## src/hdl/mcwq_pkg.sv

```systemverilog
// ----------------------------------------------------------------------------
// mcwq_pkg
// Shared types and codes for the mutex and condition wait queue.
// ----------------------------------------------------------------------------
package mcwq_pkg;

    localparam int STATUS_W = 3;
    localparam int OPCODE_W = 2;

    typedef logic [STATUS_W-1:0] t_status;

    localparam t_status ST_GRANTED   = 3'd0;
    localparam t_status ST_QUEUED    = 3'd1;
    localparam t_status ST_DONE      = 3'd2;
    localparam t_status ST_NOT_OWNER = 3'd3;
    localparam t_status ST_FULL      = 3'd4;

    typedef enum logic [OPCODE_W-1:0] {
        OP_OBTAIN  = 2'd0,
        OP_RELEASE = 2'd1,
        OP_WAIT    = 2'd2,
        OP_NOTIFY  = 2'd3
    } t_opcode;

    // Control shared by every waiter cell during a sweep.
    typedef struct packed {
        logic hand;   // 1: hand over to oldest plain waiter, 0: notify
        logic all;    // notify every matching waiter
    } t_sweep_ctl;

endpackage

```

## src/hdl/mcwq_cell.sv

```systemverilog
// ----------------------------------------------------------------------------
// mcwq_cell
// One waiter slot. Acts when the sweep token reaches it, then passes the
// token, the found flag and the captured task to the next slot.
// ----------------------------------------------------------------------------
module mcwq_cell #(
    parameter int TASK_ID_WIDTH = 8,
    parameter int COND_WIDTH    = 32
) (
    input  logic                     i_clk,
    input  logic                     i_rst_n,
    input  mcwq_pkg::t_sweep_ctl     i_ctl,
    input  logic [COND_WIDTH-1:0]    i_cond,
    input  logic                     i_wr,
    input  logic [TASK_ID_WIDTH-1:0] i_wr_task,
    input  logic                     i_wr_iscond,
    input  logic [COND_WIDTH-1:0]    i_wr_cond,
    input  logic                     i_nxt_valid,
    input  logic [TASK_ID_WIDTH-1:0] i_nxt_task,
    input  logic                     i_nxt_iscond,
    input  logic [COND_WIDTH-1:0]    i_nxt_cond,
    input  logic                     i_tok,
    input  logic                     i_tok_flag,
    input  logic [TASK_ID_WIDTH-1:0] i_tok_task,
    output logic                     o_valid,
    output logic [TASK_ID_WIDTH-1:0] o_task,
    output logic                     o_iscond,
    output logic [COND_WIDTH-1:0]    o_cond,
    output logic                     o_tok,
    output logic                     o_tok_flag,
    output logic [TASK_ID_WIDTH-1:0] o_tok_task,
    output logic                     o_hit
);
    import mcwq_pkg::*;

    logic                     r_valid;
    logic [TASK_ID_WIDTH-1:0] r_task;
    logic                     r_iscond;
    logic [COND_WIDTH-1:0]    r_cond;
    logic                     r_tok;
    logic                     r_tok_flag;
    logic [TASK_ID_WIDTH-1:0] r_tok_task;

    logic w_plain;
    logic w_match;
    logic w_hand_hit;
    logic w_shift;

    assign w_plain    = r_valid && !r_iscond;
    assign w_match    = r_valid && r_iscond && (r_cond == i_cond) && (i_ctl.all || !i_tok_flag);
    assign w_hand_hit = i_ctl.hand && !i_tok_flag && w_plain;
    assign o_hit      = i_tok && (i_ctl.hand ? w_hand_hit : w_match);
    assign w_shift    = i_tok && i_ctl.hand && (i_tok_flag || w_plain);

    always_ff @(posedge i_clk) begin
        if (!i_rst_n) begin
            r_valid <= 1'b0;
            r_tok   <= 1'b0;
        end else begin
            r_tok <= i_tok;
            if (i_wr) begin
                r_valid <= 1'b1;
            end else if (w_shift) begin
                r_valid <= i_nxt_valid;
            end
        end
    end

    always_ff @(posedge i_clk) begin
        r_tok_flag <= i_tok_flag || o_hit;
        r_tok_task <= (i_tok && w_hand_hit) ? r_task : i_tok_task;
        if (i_wr) begin
            r_task   <= i_wr_task;
            r_iscond <= i_wr_iscond;
            r_cond   <= i_wr_cond;
        end else if (w_shift) begin
            r_task   <= i_nxt_task;
            r_iscond <= i_nxt_iscond;
            r_cond   <= i_nxt_cond;
        end else if (i_tok && !i_ctl.hand && w_match) begin
            r_iscond <= 1'b0;
        end
    end

    assign o_valid    = r_valid;
    assign o_task     = r_task;
    assign o_iscond   = r_iscond;
    assign o_cond     = r_cond;
    assign o_tok      = r_tok;
    assign o_tok_flag = r_tok_flag;
    assign o_tok_task = r_tok_task;

endmodule

```

## src/hdl/mutex_condition_wait_queue.sv

```systemverilog
// ----------------------------------------------------------------------------
// mutex_condition_wait_queue
// Lock unit for one FIFO mutex with condition waiters, built as a chain of
// waiter cells swept by a token.
//
//   channel   | handshake                  | payload
//   ----------+----------------------------+-------------------------------
//   request   | i_in_valid / o_in_ready    | opcode, task_id, cond,
//             |                            | notify_all
//   result    | o_out_valid / i_out_ready  | status, woken_valid, woken_task,
//             |                            | notified_count, owner_valid,
//             |                            | owner_task
//
// Obtain, failed and rejected requests pass from accept through the execute
// and finish states to the output register. Release and notify sweep the
// token once along the chain, one cell visited per cycle. Wait writes its
// entry in the cycle before the sweep starts.
// One request at a time; the next is taken in the cycle after the result is
// loaded, even while it waits in the output register. Reset is synchronous
// and empties the queue at once.
// ----------------------------------------------------------------------------
module mutex_condition_wait_queue #(
    parameter int QUEUE_DEPTH   = 16,
    parameter int TASK_ID_WIDTH = 8,
    parameter int COND_WIDTH    = 32
) (
    input  logic                                 i_clk,
    input  logic                                 i_rst_n,
    input  logic                                 i_in_valid,
    output logic                                 o_in_ready,
    input  logic [mcwq_pkg::OPCODE_W-1:0]        i_opcode,
    input  logic [TASK_ID_WIDTH-1:0]             i_task_id,
    input  logic [COND_WIDTH-1:0]                i_cond,
    input  logic                                 i_notify_all,
    output logic                                 o_out_valid,
    input  logic                                 i_out_ready,
    output logic [mcwq_pkg::STATUS_W-1:0]        o_status,
    output logic                                 o_woken_valid,
    output logic [TASK_ID_WIDTH-1:0]             o_woken_task,
    output logic [$clog2(QUEUE_DEPTH+1)-1:0]     o_notified_count,
    output logic                                 o_owner_valid,
    output logic [TASK_ID_WIDTH-1:0]             o_owner_task
);
    import mcwq_pkg::*;

    localparam int CNT_W = $clog2(QUEUE_DEPTH + 1);

    typedef enum logic [1:0] {
        S_IDLE,
        S_EXEC,
        S_SWEEP,
        S_FIN
    } t_state;

    t_state                   r_state;
    t_opcode                  r_op;
    logic [TASK_ID_WIDTH-1:0] r_task;
    logic [COND_WIDTH-1:0]    r_cond;
    logic                     r_all;
    logic                     r_held;
    logic [TASK_ID_WIDTH-1:0] r_holder;
    logic [CNT_W-1:0]         r_count;
    logic                     r_start;
    logic                     r_enq;
    logic                     r_enq_cond;
    t_sweep_ctl               r_ctl;
    t_status                  r_status;
    logic                     r_woke;
    logic [TASK_ID_WIDTH-1:0] r_woken;
    logic [CNT_W-1:0]         r_ncnt;

    logic                     r_out_valid;
    t_status                  r_o_status;
    logic                     r_o_woke;
    logic [TASK_ID_WIDTH-1:0] r_o_woken;
    logic [CNT_W-1:0]         r_o_ncnt;
    logic                     r_o_held;
    logic [TASK_ID_WIDTH-1:0] r_o_holder;

    logic                     w_valid  [0:QUEUE_DEPTH];
    logic [TASK_ID_WIDTH-1:0] w_etask  [0:QUEUE_DEPTH];
    logic                     w_iscond [0:QUEUE_DEPTH];
    logic [COND_WIDTH-1:0]    w_econd  [0:QUEUE_DEPTH];
    logic                     w_tok    [0:QUEUE_DEPTH];
    logic                     w_flag   [0:QUEUE_DEPTH];
    logic [TASK_ID_WIDTH-1:0] w_ttask  [0:QUEUE_DEPTH];
    logic [QUEUE_DEPTH-1:0]   w_hit;

    logic w_accept;
    logic w_owner;
    logic w_full;
    logic w_out_free;

    assign w_accept   = i_in_valid && o_in_ready;
    assign w_owner    = r_held && (r_holder == r_task);
    assign w_full     = (r_count == CNT_W'(QUEUE_DEPTH));
    assign w_out_free = !r_out_valid || i_out_ready;
    assign o_in_ready = (r_state == S_IDLE);

    assign w_tok[0]   = r_start;
    assign w_flag[0]  = 1'b0;
    assign w_ttask[0] = '0;

    assign w_valid[QUEUE_DEPTH]  = 1'b0;
    assign w_etask[QUEUE_DEPTH]  = '0;
    assign w_iscond[QUEUE_DEPTH] = 1'b0;
    assign w_econd[QUEUE_DEPTH]  = '0;

    for (genvar k = 0; k < QUEUE_DEPTH; k++) begin : g_cell
        logic w_wr;
        assign w_wr = r_enq && (r_count == CNT_W'(k + 1));

        mcwq_cell #(
            .TASK_ID_WIDTH(TASK_ID_WIDTH),
            .COND_WIDTH   (COND_WIDTH)
        ) u_cell (
            .i_clk       (i_clk),
            .i_rst_n     (i_rst_n),
            .i_ctl       (r_ctl),
            .i_cond      (r_cond),
            .i_wr        (w_wr),
            .i_wr_task   (r_task),
            .i_wr_iscond (r_enq_cond),
            .i_wr_cond   (r_cond),
            .i_nxt_valid (w_valid[k+1]),
            .i_nxt_task  (w_etask[k+1]),
            .i_nxt_iscond(w_iscond[k+1]),
            .i_nxt_cond  (w_econd[k+1]),
            .i_tok       (w_tok[k]),
            .i_tok_flag  (w_flag[k]),
            .i_tok_task  (w_ttask[k]),
            .o_valid     (w_valid[k]),
            .o_task      (w_etask[k]),
            .o_iscond    (w_iscond[k]),
            .o_cond      (w_econd[k]),
            .o_tok       (w_tok[k+1]),
            .o_tok_flag  (w_flag[k+1]),
            .o_tok_task  (w_ttask[k+1]),
            .o_hit       (w_hit[k])
        );
    end

    always_ff @(posedge i_clk) begin
        if (!i_rst_n) begin
            r_state     <= S_IDLE;
            r_held      <= 1'b0;
            r_holder    <= '0;
            r_count     <= '0;
            r_start     <= 1'b0;
            r_enq       <= 1'b0;
            r_out_valid <= 1'b0;
        end else begin
            r_start <= 1'b0;
            r_enq   <= 1'b0;
            if (r_out_valid && i_out_ready) begin
                r_out_valid <= 1'b0;
            end
            unique case (r_state)
                S_IDLE: begin
                    if (w_accept) begin
                        r_op    <= t_opcode'(i_opcode);
                        r_task  <= i_task_id;
                        r_cond  <= i_cond;
                        r_all   <= i_notify_all;
                        r_state <= S_EXEC;
                    end
                end
                S_EXEC: begin
                    r_woke     <= 1'b0;
                    r_woken    <= '0;
                    r_ncnt     <= '0;
                    r_enq_cond <= (r_op == OP_WAIT);
                    r_ctl.hand <= (r_op != OP_NOTIFY);
                    r_ctl.all  <= r_all;
                    r_state    <= S_FIN;
                    unique case (r_op)
                        OP_OBTAIN: begin
                            if (!r_held) begin
                                r_held   <= 1'b1;
                                r_holder <= r_task;
                                r_status <= ST_GRANTED;
                            end else if (w_owner) begin
                                r_status <= ST_GRANTED;
                            end else if (w_full) begin
                                r_status <= ST_FULL;
                            end else begin
                                r_enq    <= 1'b1;
                                r_count  <= r_count + CNT_W'(1);
                                r_status <= ST_QUEUED;
                            end
                        end
                        OP_RELEASE: begin
                            if (!w_owner) begin
                                r_status <= ST_NOT_OWNER;
                            end else begin
                                r_status <= ST_DONE;
                                r_start  <= 1'b1;
                                r_state  <= S_SWEEP;
                            end
                        end
                        OP_WAIT: begin
                            if (!w_owner) begin
                                r_status <= ST_NOT_OWNER;
                            end else if (w_full) begin
                                r_status <= ST_FULL;
                            end else begin
                                r_enq    <= 1'b1;
                                r_count  <= r_count + CNT_W'(1);
                                r_status <= ST_QUEUED;
                                r_state  <= S_SWEEP;
                            end
                        end
                        OP_NOTIFY: begin
                            r_status <= ST_DONE;
                            r_start  <= 1'b1;
                            r_state  <= S_SWEEP;
                        end
                        default: begin
                            r_status <= ST_DONE;
                        end
                    endcase
                end
                S_SWEEP: begin
                    if (r_enq) begin
                        r_start <= 1'b1;
                    end
                    if (|w_hit) begin
                        r_ncnt <= r_ncnt + CNT_W'(1);
                    end
                    if (w_tok[QUEUE_DEPTH]) begin
                        r_state <= S_FIN;
                        if (r_ctl.hand) begin
                            if (w_flag[QUEUE_DEPTH]) begin
                                r_woke   <= 1'b1;
                                r_woken  <= w_ttask[QUEUE_DEPTH];
                                r_holder <= w_ttask[QUEUE_DEPTH];
                                r_count  <= r_count - CNT_W'(1);
                            end else begin
                                r_held   <= 1'b0;
                                r_holder <= '0;
                            end
                            r_ncnt <= '0;
                        end
                    end
                end
                S_FIN: begin
                    if (w_out_free) begin
                        r_out_valid <= 1'b1;
                        r_o_status  <= r_status;
                        r_o_woke    <= r_woke;
                        r_o_woken   <= r_woken;
                        r_o_ncnt    <= r_ncnt;
                        r_o_held    <= r_held;
                        r_o_holder  <= r_held ? r_holder : '0;
                        r_state     <= S_IDLE;
                    end
                end
                default: begin
                    r_state <= S_IDLE;
                end
            endcase
        end
    end

    assign o_out_valid      = r_out_valid;
    assign o_status         = r_o_status;
    assign o_woken_valid    = r_o_woke;
    assign o_woken_task     = r_o_woken;
    assign o_notified_count = r_o_ncnt;
    assign o_owner_valid    = r_o_held;
    assign o_owner_task     = r_o_holder;

endmodule

```

## config.mk

```make
export PLATFORM = sky130hd
export DESIGN_NAME = mutex_condition_wait_queue
export DESIGN_NICKNAME = d
export VERILOG_FILES = /design/src/hdl/mcwq_pkg.sv /design/src/hdl/mcwq_cell.sv /design/src/hdl/mutex_condition_wait_queue.sv
export SDC_FILE = /design/constraint.sdc
export NUM_CORES = 2
export LEC_CHECK = 0
export CORE_UTILIZATION = 45
export CTS_BUF_LIST = sky130_fd_sc_hd__clkbuf_4
export DETAILED_ROUTE_END_ITERATION = 6
export DONT_BUFFER_PORTS = 1
export PLACE_DENSITY = 0.69
export SLEW_MARGIN = 40
export SYNTH_ARGS = -nofsm -noshare
export SYNTH_HDL_FRONTEND = slang
export SYNTH_SLANG_ARGS = --single-unit
```

## constraint.sdc

```tcl
create_clock -name i_clk -period 5.2 [get_ports i_clk]
set_input_delay 1.56 -clock i_clk [delete_from_list [all_inputs] [get_ports i_clk]]
set_output_delay 1.56 -clock i_clk [all_outputs]
set_load 0.005 [all_outputs]
```

==> reports/metrics.cfg <==
[global_route]
top_usage_layer=met2
use_met3_pct=3.76
antenna_found_initial=9
grt_pass1_wl_mm=162
grt_use_met2_pct=36.8
grt_max_degree=47
grt_pass1_vias=26800
gr-total-overflow=0
grtUsageTotal_pct=21.3
grt_use_met1_pct=25.5

[sta]
rsz0062_at_grt=no
slew_viol_final=0
fin_crit_ns=3.68
worst-slew-pin-transition_ns=0.815
final.setup.tns_ns=0
fmax_mhz=272
relSlewSlack_pct=45.1
final-hold-violation-count=0
fin_worst_skew_ns=0.0820
setup_violations=0
period_share_pct=70.8

[hold_path]
hp-class=reg2reg

[floorplanning]
num_rows=114
die-height_um=316
floorplan.initialDensity_pct=45.6
ios=75
core_area_sq_um=97100
dieArea_sq_um=99800
die_w_um=316

[yosys]
ys.flop_type=edfxtp_1
async_flop_share_pct=0
ys_warn_count=0
synth_edf_count=745
yosys.area.top_type=edfxtp_1
syn_area_per_cell_sq_um=14.4
syn_inst=3080
synth_top_area_share_pct=50.5
ys_types=60
syn_area_sq_um=44300
synth_fp_nets=3138
ys_seq_elements=940
synth.area.top_cells=edfxtp_1 (50%), mux2_2 (18%), dfxtp_1 (8.8%)
yosysSeqAreaShare_pct=59.3

[setup_path]
worst_setup_path_end_kind=register
crit_path_max_fanout=21
arrival_ns=4.58
path_class=reg2reg
r2r_slack_ns=1.52
cp-start-kind=register
cp.required_ns=6.09

[clock_tree]
cts_tree=done
cts_resized=0
cts.clk_slew.worst_paths_ns=0.07
cts_max_level=4
cts_sinks=940
root_buffer=clkbuf_4
cts_buffers=235
cts_setup_buffers=0
clockBufferDepth=3
holdBufCountCts=0
worstSkewPairLatency_ns=1.13

[power]
power_uw=16400
ir_worst_vdd_v=0.000200
cellPowerDensity_nw_per_um2=338
p_leak_uw=0.0167

[detailed_routing]
drt-initial-drc-count=1747
routed_wl_mm=106
viasPerCell=5.44
detailroute.via_count=25100
drt-pass1-iter-count=7
ant_nets=0
wl_per_cell_um=23.0
drc_errors=1

[cells_and_area]
nets=3200
area_delta_synth_final_pct=9.32
drive_gt1_share_pct=37.4

[flow_run]
maxCapViolCount=0

[place]
dp_hpwl_mm=72.8
port_buffers=0
gp_congestion=0.911

[run_status]
violations=DRC
status=complete, but fails checks

## power breakdown
group          internal [uW]  total (uW)  switching, uW
Combinational            516        1520           1000
Sequential              8190        8410            221
Clock                   3470        6480           3000
Total                  12200       16400           4230
## worst max-delay path, cell delays in order (launching register included)
cell      delay, ns
edfxtp_1       0.72
buf_4          0.42
xor2_1         0.13
nor4_1         0.68
nand4_1        0.31
nor2b_1        0.24
nand4_1        0.24
nor3_2         0.15
or3_1          0.37
a21oi_1        0.17
## state kept, by name, indices dropped and copies added, names as in the netlist, 16 cells and up
signal,count
g_cell.u_cell.o_cond,512
g_cell.u_cell.o_iscond,16
g_cell.u_cell.o_task,128
g_cell.u_cell.o_tok,16
g_cell.u_cell.o_tok_flag,16
g_cell.u_cell.o_tok_task,128
g_cell.u_cell.o_valid,16
r_cond,32
## final timing paths
| kind | from | endpoint | depth (start not counted) |
|---|---|---|---|
| max reg2reg | r_cond[5] | r_ncnt[3] | 9 |
| max | r_cond[5] | r_ncnt[3] | 9 |
| min | r_woken[7] | o_woken_task[7] | 0 |
| min reg2reg | r_woken[7] | o_woken_task[7] | 0 |
## per-layer routing
metal | wire [um] | share of wire [%]
met1 | 43100 | 41
met2 | 53800 | 51
met3 | 4470 | 4.2
met4 | 4570 | 4.3
met5 | 14 | 0.013
## cells in the final DEF, fill, tap and decap left out, types with 14 or more instances in the layout
cell type,n
mux2_2,706
clkinv_1,26
edfxtp_1,745
and2_1,43
dfxtp_1,195
nor4_1,66
nor2b_1,21
xor2_1,230
clkbuf_4,392
mux2i_1,16
nand2_2,15
a21oi_1,48
o21ai_0,31
nor2_1,28
nor3_1,16
xnor2_1,294
nand3_1,22
nand4_1,95
nand2_4,15
and3_1,41
buf_4,66
nand2_1,48
inv_1,14
## per-stage QoR
step / hold slack [ns] / instances / setup WS (ns) / instance area (sq um) / util (%)
floorplan: 0.400 / 3080 / 1.14 / 44300 / -
global placement: 0.410 / 4178 / 1.59 / 45100 / 46.4
detailed placement: 0.408 / 4180 / 1.58 / 45300 / 46.6
CTS: 0.386 / 4611 / 1.55 / 48400 / 49.9
global route: 0.420 / 4615 / 1.40 / 48500 / 49.9
finish: 0.391 / 4615 / 1.52 / 48500 / 49.9
## Yosys cell counts, types with 10 or more instances
cell type	instances
xnor2_1	294
buf_4	10
nand3_1	22
nor4_1	67
o211ai_1	13
buf_2	42
nand2_1	78
mux2_2	706
and3_1	42
dfxtp_1	195
buf_6	55
inv_1	14
nor2b_1	21
nor3_1	18
and2_1	43
edfxtp_1	745
mux2i_1	16
ha_1	11
nand4_1	95
clkbuf_1	136
nand2b_1	10
a21oi_1	49
o21ai_0	32
xor2_1	230
and4b_1	10
or3_1	10
nor2_1	29
## final cells by class
class / count / area, sq um
multi-input cells: 1875 / 16700
fillers: 8146 / 48700
clock buffers: 392 / 2940
diodes: 3 / 7.51
inverters: 18 / 67.6
well taps: 1276 / 1600
repair buffers: 72 / 593
flip-flops and latches: 940 / 26300
clock inverters: 39 / 231
## cell families (layout without fill, tap and decap cells)
| logic type | Yosys count | in the layout | synth area share (%) |
|---|---|---|---|
| adders and majority gates | 11 | 11 | 0.310 |
| and+or+nand+nor | 479 | 479 | 6.40 |
| muxes | 722 | 722 | 18.3 |
| buffers and inverters | 265 | 521 | 3.44 |
| xor gates and xnor gates | 524 | 524 | 10.4 |
| other | 0 | 3 | 0 |
| DFF | 940 | 940 | 59.3 |
| AOI/OAI and AO/OA | 139 | 139 | 1.94 |
Power figures use the tool's default switching activity.
